`src/rtl/core/hsi_pkg.sv`:
```
// Shared types and constants for the two-level hash index.
// Used by hsi_ctrl, hsi_dpath and the top level; depends on nothing.
package hsi_pkg;

	localparam int LEAF_ENTRIES = 64;
	localparam int LIDX_W       = $clog2(LEAF_ENTRIES);
	localparam int CNT_W        = LIDX_W + 1;
	localparam int LADDR_W      = 2 * LIDX_W;
	localparam int SPLIT_POINT  = (LEAF_ENTRIES + 1) / 2;

	localparam logic [1:0] ST_INSERTED = 2'd0;
	localparam logic [1:0] ST_NOSPACE  = 2'd1;
	localparam logic [1:0] ST_FOUND    = 2'd2;
	localparam logic [1:0] ST_NOTFOUND = 2'd3;

	typedef struct packed {
		logic [31:0] key;
		logic [31:0] chunk;
	} leaf_word_t;

	typedef struct packed {
		logic [31:0]       key;
		logic [LIDX_W-1:0] id;
	} root_word_t;

	typedef enum logic [4:0] {
		UOP_NONE, UOP_CLR, UOP_ACCEPT, UOP_RT_RD, UOP_RT_CMP, UOP_ID_RD,
		UOP_LID_LOAD, UOP_SC_RD, UOP_SC_CMP, UOP_SPL_INIT, UOP_CP_RD,
		UOP_CP_WR, UOP_RS_INIT, UOP_RS_RD, UOP_RS_WR, UOP_RT_NEW,
		UOP_SH_INIT, UOP_SH_RD, UOP_SH_WR, UOP_SH_PUT, UOP_EMIT_OK,
		UOP_EMIT_NOSP, UOP_LK_HIT, UOP_LK_NEXT, UOP_EMIT_LAST
	} uop_t;

	typedef struct packed {
		uop_t uop;
	} cmd_t;

	typedef struct packed {
		logic clr_done;
		logic is_lookup;
		logic reject;
		logic r_end;
		logic ge;
		logic j_last;
		logic full;
		logic split_ok;
		logic q_ge_r;
		logic j_gt_i;
		logic brk;
		logic match;
		logic cand_v;
		logic out_free;
	} stat_t;

	typedef enum logic [4:0] {
		S_CLEAR, S_IDLE, S_CHECK, S_RT_RD, S_RT_CMP, S_ID_RD, S_ID_WAIT,
		S_SC_RD, S_SC_CMP, S_SPL_CHK, S_CP_RD, S_CP_WR, S_RS_INIT, S_RS_CHK,
		S_RS_WR, S_RT_NEW, S_SH_INIT, S_SH_CHK, S_SH_WR, S_SH_PUT, S_OK,
		S_NOSPACE, S_LK_RD, S_LK_CMP, S_LK_END
	} state_t;

endpackage

```
`src/rtl/core/hsi_ctrl.sv`:
```
// Sequencer for the hash index: walks root, scans leaves, splits and shifts.
// Depends on hsi_pkg; drives micro-ops into hsi_dpath.
module hsi_ctrl import hsi_pkg::*; (
	input  logic  clk,
	input  logic  arst_n,
	input  logic  in_valid,
	output logic  in_ready,
	input  stat_t st,
	output cmd_t  cmd
);

	state_t state_q, state_d;

	// state register
	always_ff @(posedge clk or negedge arst_n) begin
		if (!arst_n) begin
			state_q <= S_CLEAR;
		end else begin
			state_q <= state_d;
		end
	end

	// next state and micro-op
	always_comb begin
		state_d  = state_q;
		cmd.uop  = UOP_NONE;
		in_ready = 1'b0;
		unique case (state_q)
			S_CLEAR: begin
				cmd.uop = UOP_CLR;
				if (st.clr_done) state_d = S_IDLE;
			end
			S_IDLE: begin
				in_ready = 1'b1;
				if (in_valid) begin
					cmd.uop = UOP_ACCEPT;
					state_d = S_CHECK;
				end
			end
			S_CHECK: begin
				if (!st.is_lookup && st.reject) state_d = S_NOSPACE;
				else state_d = S_RT_RD;
			end
			// root walk
			S_RT_RD: begin
				if (st.r_end) begin
					state_d = S_ID_RD;
				end else begin
					cmd.uop = UOP_RT_RD;
					state_d = S_RT_CMP;
				end
			end
			S_RT_CMP: begin
				cmd.uop = UOP_RT_CMP;
				state_d = st.ge ? S_RT_RD : S_ID_RD;
			end
			S_ID_RD: begin
				cmd.uop = UOP_ID_RD;
				state_d = S_ID_WAIT;
			end
			S_ID_WAIT: begin
				cmd.uop = UOP_LID_LOAD;
				state_d = st.is_lookup ? S_LK_RD : S_SC_RD;
			end
			// insert: scan whole leaf
			S_SC_RD: begin
				cmd.uop = UOP_SC_RD;
				state_d = S_SC_CMP;
			end
			S_SC_CMP: begin
				cmd.uop = UOP_SC_CMP;
				state_d = st.j_last ? S_SPL_CHK : S_SC_RD;
			end
			S_SPL_CHK: begin
				if (!st.full) begin
					state_d = S_SH_INIT;
				end else if (!st.split_ok) begin
					state_d = S_NOSPACE;
				end else begin
					cmd.uop = UOP_SPL_INIT;
					state_d = S_CP_RD;
				end
			end
			// split: move upper part to the new leaf
			S_CP_RD: begin
				cmd.uop = UOP_CP_RD;
				state_d = S_CP_WR;
			end
			S_CP_WR: begin
				cmd.uop = UOP_CP_WR;
				state_d = st.j_last ? S_RS_INIT : S_CP_RD;
			end
			S_RS_INIT: begin
				cmd.uop = UOP_RS_INIT;
				state_d = S_RS_CHK;
			end
			S_RS_CHK: begin
				if (st.q_ge_r) begin
					cmd.uop = UOP_RS_RD;
					state_d = S_RS_WR;
				end else begin
					state_d = S_RT_NEW;
				end
			end
			S_RS_WR: begin
				cmd.uop = UOP_RS_WR;
				state_d = S_RS_CHK;
			end
			S_RT_NEW: begin
				cmd.uop = UOP_RT_NEW;
				state_d = S_SH_INIT;
			end
			// open a slot and place the word
			S_SH_INIT: begin
				cmd.uop = UOP_SH_INIT;
				state_d = S_SH_CHK;
			end
			S_SH_CHK: begin
				if (st.j_gt_i) begin
					cmd.uop = UOP_SH_RD;
					state_d = S_SH_WR;
				end else begin
					state_d = S_SH_PUT;
				end
			end
			S_SH_WR: begin
				cmd.uop = UOP_SH_WR;
				state_d = S_SH_CHK;
			end
			S_SH_PUT: begin
				cmd.uop = UOP_SH_PUT;
				state_d = S_OK;
			end
			S_OK: begin
				if (st.out_free) begin
					cmd.uop = UOP_EMIT_OK;
					state_d = S_IDLE;
				end
			end
			S_NOSPACE: begin
				if (st.out_free) begin
					cmd.uop = UOP_EMIT_NOSP;
					state_d = S_IDLE;
				end
			end
			// lookup scan
			S_LK_RD: begin
				cmd.uop = UOP_SC_RD;
				state_d = S_LK_CMP;
			end
			S_LK_CMP: begin
				if (st.brk) begin
					state_d = S_LK_END;
				end else if (st.match) begin
					if (!st.cand_v || st.out_free) begin
						cmd.uop = UOP_LK_HIT;
						state_d = st.j_last ? S_LK_END : S_LK_RD;
					end
				end else begin
					cmd.uop = UOP_LK_NEXT;
					state_d = st.j_last ? S_LK_END : S_LK_RD;
				end
			end
			S_LK_END: begin
				if (st.out_free) begin
					cmd.uop = UOP_EMIT_LAST;
					state_d = S_IDLE;
				end
			end
			default: state_d = S_CLEAR;
		endcase
	end

endmodule

```
`config.mk`:
```
export PLATFORM = sky130hd
export DESIGN_NAME = hsi_ctrl
export DESIGN_NICKNAME = d
export VERILOG_FILES = /design/src/rtl/core/hsi_pkg.sv /design/src/rtl/core/hsi_ctrl.sv
export SDC_FILE = /design/constraint.sdc
export NUM_CORES = 1
export LEC_CHECK = 0
export BUFFER_PORTS_ARGS = -buffer_cell sky130_fd_sc_hd__buf_2
export CAP_MARGIN = 5
export CORE_MARGIN = 2
export CORE_UTILIZATION = 40
export DETAILED_ROUTE_END_ITERATION = 10
export PLACE_DENSITY = 0.72
export SETUP_SLACK_MARGIN = 0.2
export SYNTH_ARGS = -nofsm -noshare
export SYNTH_HDL_FRONTEND = slang
export SYNTH_SLANG_ARGS = --single-unit
```
`constraint.sdc`:
```
create_clock -name clk -period 2.5 [get_ports clk]
set_input_delay 0.125 -clock clk [delete_from_list [all_inputs] [get_ports clk]]
set_output_delay 0.125 -clock clk [all_outputs]
set_load 0.05 [all_outputs]
```
==> results.md, run 1 <==
* Fin crit period at 2.17 ns
* Max-Slew Margin vs Limit at 0.709
* Fin. max-slew vios at 0
* Fmax at 461 MHz
* H-tree depth at 1
* Clock network fraction of total power at 0.054
* Router iterations before antenna repair at 5
* Crit path DAT at just over 2 ns
* Fin Setup TNS at 0 ns
* R2R depth at 5
* Ports at 23
* Starting Density at 0.414
* Die height at 53.9 microns
* RSZ-0062 raised after global routing: false
* Net count, final at 185
* Commonest cells in the netlist: 14 x nand2_1, 12 x a21oi_1, 11 x nor2_1
* Worst r2r src: state_q[0]$_DFFE_PN0P_
* Die Area at approximately 2900 sq um
* First-pass GRT wire length at about 5300 microns
* Max_cap viols at 0
* Final core utilization at 0.487
* Crit-path max cell delay at ~0.55 ns
* Final setup fails at 0
* Combinational power share at 0.806
* Largest regs: state_q (5)
* Switching Fraction at 0.591
* Average size of a mapped cell at approximately 6.8 sq um
* Yosys top cell by area: dfrtp_1
* Area growth, synth to finish at 17.7%
* Setup Crit Path Kind: flip-flop to output pin
* Worst-margin pin slew at between 0.4 and 0.5 ns
* Psw at around 980 uW
* Largest Register: state_q
* Top-count cell post-synth: nand2_1
* Seq/Total Area, Yosys at 0.125
* # rows at 18
* Largest net degree at the start of global routing at 20
* Worst EP required at around 2.4 ns
* Synth Register Bits at 5
* Pwr/cell area at approximately 1400 nW/um^2
* Seq pwr share at 0.139
* Hpwl dp at ~2500 microns
* DR vias/cell at 6.48
* Worst min-delay path class: input port to asynchronous set/reset pin
* Worst-skew pair later-pin latency at approximately 0.23 ns
* Setup crit end kind: output pin
* DRT antenna net count at 0
* Max reg flops at 5
* Hold Violations, Final at 0
* Routed wire length per instance at 16.3 microns
* Residual DRC at 0
* CTS Sinks at 5
* Worst-path clk slew at 0.04 ns
* Buffers added on ports at 22
* Non-filler cells, final at around 200
* Crit Path Max Fanout at 19
* Asr flop ratio synth at 1.00
* Synth Flop Type: dfrtp_1
* Diode count at 0
* CTS tree: done
* VDD IR max at between 1000 and 1500 uV
* Design Area, Final at between 1000 and 1500 sq um
* Number of fill cells at ~250
* Routed WL at approximately 3200 microns
* Inserted Clock Buffers at 3
* Share of layout cells above drive strength 1 at 0.263
* CTS root buffer: clkbuf_4
* GRT Total Usage at 0.243
* Vias at between 1000 and 1500
* Worst Setup SP: state_q[2]$_DFFE_PN0P_
* Status: completed
* DP Area at approximately 1100 sq um
* Post-synth net total at around 160
* Post-synth cell types at 51
* Worst path slowest cell: dfrtp_2
* Post-synth EDFFs at 0
* Cell Area, Synth at around 1000 sq um
* Ys Warns at 0
* Initial DRC count at 71
* GP Congestion at about 0.97
* Syn Inst Count at ~150
* Antenna violations before repair at 0
* Total core area at 2410 sq um
* Period utilization at 0.868
* Startpoint Class: flip-flop
* Design Power at approximately 1700 uW
* Grt total ovfl at 0
* Crit-path cells: nand4b_1, or3_1, o22ai_1, a21oi_1, o211ai_1, buf_2
* Clock Path Buffers at 2
* Placed insts at 192
* Area contributors post-synth: dfrtp_1 13%, a21oi_1 6.0%, nand2_1 5.3%
* Clk_skew at about 0.00068 ns
* Yosys top cell area share at 0.125
* Setup bufs post-CTS at 0
* Vias in the first global route at between 1000 and 1500
* FF-to-FF setup slack at 0.45 ns
* Reg2reg end: state_q[0]$_DFFE_PN0P_
* Leakage at approximately 0.00049 uW
* Internal power at about 680 uW
* Die Wd at 53.9 microns
-- layer usage --
layer  global-route usage  vias to the layer above  wire, microns
met3               0.0278                       17            269
met5                    0                        -              0
met1                0.337                      580           1370
met4               0.0812                        0             87
met2                0.386                       83           1480
li1                     -                      596              -
-- worst max-delay path by stage --
stage,cells past startpoint,to,slack (ns)
after floorplan,7,cmd[1],0.44
after global routing,6,cmd[0],0.24
after global placement,7,state_q[0]$_DFFE_PN0P_,0.47
after detailed placement,4,state_q[0]$_DFFE_PN0P_,0.39
final,6,cmd[0],0.33
after CTS,6,cmd[0],0.28
-- layout make-up --
type / count / area [sq um] / area share
Inverter: 5 / 18.8 / 0.0160
Clock buffer: 4 / 26.3 / 0.0224
Timing Repair Buffer: 31 / 180 / 0.154
Multi-Input combinational cell: 122 / 783 / 0.667
Sequential cell: 5 / 128 / 0.109
Tap cell: 30 / 37.5 / 0.0320
-- power by group through the flow --
| stage | Sequential, uW | Combinational [uW] | Clock, uW |
|---|---|---|---|
| 3_5_place_dp | 225 | 1310 | 0 |
| 2_1_floorplan | 146 | 1100 | 0 |
| 5_1_grt | 242 | 1440 | 99.3 |
| 4_1_cts | 227 | 1320 | 92.8 |
| 3_3_place_gp | 224 | 1310 | 0 |
| 6_report | 231 | 1340 | 89.9 |
-- logic make-up (layout without fill, tap and decap cells) --
| logic type | Yosys count | count (layout) | synth area share |
|---|---|---|---|
| AND/OR/NAND/NOR | 66 | 66 | 0.365 |
| flip-flops | 5 | 5 | 0.125 |
| AO/OA/AOI/OAI | 50 | 50 | 0.348 |
| XOR/XNOR | 1 | 1 | 0.00878 |
| buffers and inverters | 19 | 40 | 0.0916 |
| multiplexers | 5 | 5 | 0.0615 |
-- critical path: cells and delay by family (launching register included) --
family	cells	cell delay [ns]
buf+inv	1	0.29
flops	1	0.55
compound gates	3	0.34
simple gates	2	0.64
-- what timing repair did --
| action | in CTS | in global routing |
|---|---|---|
| endpoints found under the hold margin | 5 | 0 |
| setup endpoints to repair | 1 | 2 |
| hold buffers | 1 | 0 |
| gates resized for setup | 1 | 1 |
| pin swaps | 0 | 0 |
-- through the flow --
stage	worst slack (ns)	hold slack, ns
floorplan	0.441	-0.171
global placement	0.466	-0.0588
detailed placement	0.394	-0.0592
CTS	0.280	0.225
global route	0.239	0.233
finish	0.331	0.227
-- placed cells by master (no fill, tap or decap), drive strengths merged, types with 4 or more instances in the layout --
cell type,n
nor3,5
buf,30
nand2,14
clkbuf,4
nor2,11
nor3b,4
o21ai,9
inv,5
a21oi,12
nand3,5
nor2b,5
o211ai,4
dfrtp,5
No activity file was read; power rests on OpenSTA's default activity.
==> run 2: changes to the inputs <==
--- a/config.mk
+++ b/config.mk
@@ -10,6 +10,7 @@
 export CORE_MARGIN = 2
 export CORE_UTILIZATION = 40
 export DETAILED_ROUTE_END_ITERATION = 10
+export MAX_ROUTING_LAYER = met4
 export PLACE_DENSITY = 0.72
 export SETUP_SLACK_MARGIN = 0.2
 export SYNTH_ARGS = -nofsm -noshare
==> results.md, run 2 (synthesis gave the netlist of run 1 again) <==
* Status: completed (unchanged)
* Post-Place Worst Slack at 0.462 ns (was 0.394 ns)
* H-tree depth at 1 (unchanged)
* Crit path DAT at 2.04 ns (about the same)
* Worst setup margin at 0.331 ns (about the same)
* Net count, final at 185 (unchanged)
* RSZ-0062 raised after global routing: false (unchanged)
* Worst-margin pin slew at 0.381 ns (was 0.431 ns)
* Fin crit period at 2.17 ns (about the same)
* Routed wire length per instance at 16.2 microns (was 16.3 microns)
* Worst-skew pair later-pin latency at 0.24 ns (was 0.23 ns)
* Vias at 1246 (was 1276)
* Vias in the first global route at 1128 (was 1121)
* Total core area at 2410 sq um (unchanged)
* Worst EP required at 2.38 ns (about the same)
* Crit Path Max Fanout at 10 (was 19)
* Setup crit end kind: output pin (unchanged)
* Setup Crit Path Kind: flip-flop to output pin (unchanged)
* DRT antenna net count at 0 (unchanged)
* Ports at 23 (unchanged)
* Die Wd at 53.9 microns (unchanged)
* Max reg flops at 5 (unchanged)
* Die height at 53.9 microns (unchanged)
* Antenna violations before repair at 0 (unchanged)
* Startpoint Class: flip-flop (unchanged)
* Grt total ovfl at 0 (unchanged)
* DR vias/cell at 6.32 (was 6.48)
* Worst r2r src: state_q[3]$_DFFE_PN0P_ (was state_q[0]$_DFFE_PN0P_)
* Max_cap viols at 0 (unchanged)
* Non-filler cells, final at 197 (unchanged)
* Pwr/cell area at 1410 nW/um^2 (about the same)
* Final setup fails at 0 (unchanged)
* Buffers added on ports at 22 (unchanged)
* Commonest non-fill, non-tap cell in the layout: buf_2 (unchanged)
* Router iterations before antenna repair at 4 (was 5)
* Routed WL at 3200 microns (was 3210 microns)
* Die Area at 2910 sq um (unchanged)
* Worst Setup SP: state_q[0]$_DFFE_PN0P_ (was state_q[2]$_DFFE_PN0P_)
* Largest Register: state_q (unchanged)
* Share of layout cells above drive strength 1 at 0.269 (was 0.263)
* CTS Sinks at 5 (unchanged)
* Leakage at 0.000488 uW (was 0.000489 uW)
* Inserted Clock Buffers at 3 (unchanged)
* Initial DRC count at 72 (was 71)
* Max-Slew Margin vs Limit at 0.740 (was 0.709)
* # rows at 18 (unchanged)
* Largest net degree at the start of global routing at 20 (unchanged)
* Fmax at 461 MHz (about the same)
* Most frequent cells in the layout: 22 x buf_2, 14 x nand2_1, 12 x a21oi_1 (unchanged)
* Residual DRC at 0 (unchanged)
* Diode count at 0 (unchanged)
* First-pass GRT wire length at 5330 microns (was 5260 microns)
* Setup bufs post-CTS at 0 (unchanged)
* Clock Path Buffers at 2 (unchanged)
* Fin Setup TNS at 0 ns (unchanged)
* Largest regs: state_q (5) (unchanged)
* Hpwl dp at 2430 microns (was 2470 microns)
* CTS tree: done (unchanged)
* Fin Hold WS at 0.222 ns (was 0.227 ns)
* CTS root buffer: clkbuf_4 (unchanged)
* Worst-path clk slew at 0.04 ns (about the same)
* Number of fill cells at 243 (was 246)
* VDD IR max at 1150 uV (was 1030 uV)
* GRT Total Usage at 0.260 (was 0.243)
* Hold Violations, Final at 0 (unchanged)
* Period utilization at 0.868 (about the same)
* Clk_skew at 0.00231 ns (was 0.000679 ns)
* Worst min-delay path class: input port to asynchronous set/reset pin (unchanged)
* Starting Density at 0.414 (unchanged)
* GP Congestion at 0.998 (was 0.969)
* Fin. max-slew vios at 0 (unchanged)
* Placed insts at 192 (unchanged)
* Design Power at 1650 uW (was 1660 uW)
* Area growth, synth to finish at 17.8% (was 17.7%)
run 2: cell counts in the layout (fill, tap and decap cells not counted):
Identical to the previous run, type by type.
run 2: metal layers:
layer  track usage  routed length, microns
met5             -                       0
met4        0.0855                      42
met3        0.0444                     331
met2         0.415                    1490
met1         0.330                    1340
run 2: critical path: stages (launching register included):
cell and delay (ns):
dfrtp_1 0.55, nand4b_1 0.21, or3_1 0.41, o22ai_1 0.20, a21oi_1 0.06, o211ai_1 0.09
buf_2 0.29
run 2: final timing paths:
path,end,slack [ns],cells past startpoint
hold reg to reg,state_q[3]$_DFFE_PN0P_,0.87,2
max in group asynchronous,state_q[4]$_DFFE_PN0P_,2.14,2
min in group clk,state_q[1]$_DFFE_PN0P_,0.27,3
hold / removal,state_q[0]$_DFFE_PN0P_,0.22,2
setup / recovery,cmd[0],0.33,6
setup reg to reg,state_q[0]$_DFFE_PN0P_,0.43,7
run 2: cell type report:
class	count	area [sq um]	share of cell area
Clock buffer	4	26.3	0.0224
Inverter	5	18.8	0.0160
Sequential cell	5	129	0.110
Tap cell	30	37.5	0.0319
Multi-Input combinational cell	122	783	0.667
Timing Repair Buffer	31	180	0.153
run 2: stage by stage:
stage / instance area, sq um / utilization
floorplan: 1000 / -
CTS: 1170 / 0.487
global route: 1170 / 0.488
global placement: 1130 / 0.471
detailed placement: 1130 / 0.471
finish: 1170 / 0.488
run 2: what timing repair did:
| item | CTS | global route |
|---|---|---|
| hold endpoints to repair | 5 | 0 |
| hold buffers | 1 | 0 |
| setup endpoints to repair | 1 | 2 |
| resized for setup | 1 | 2 |
run 2: power breakdown:
group,internal [uW],total (uW),switching (uW),leakage [uW]
registers,125,253,128,0.0000585
logic,492,1310,817,0.000414
clock network,60.3,92.7,32.4,0.0000150
total,677,1650,977,0.000488
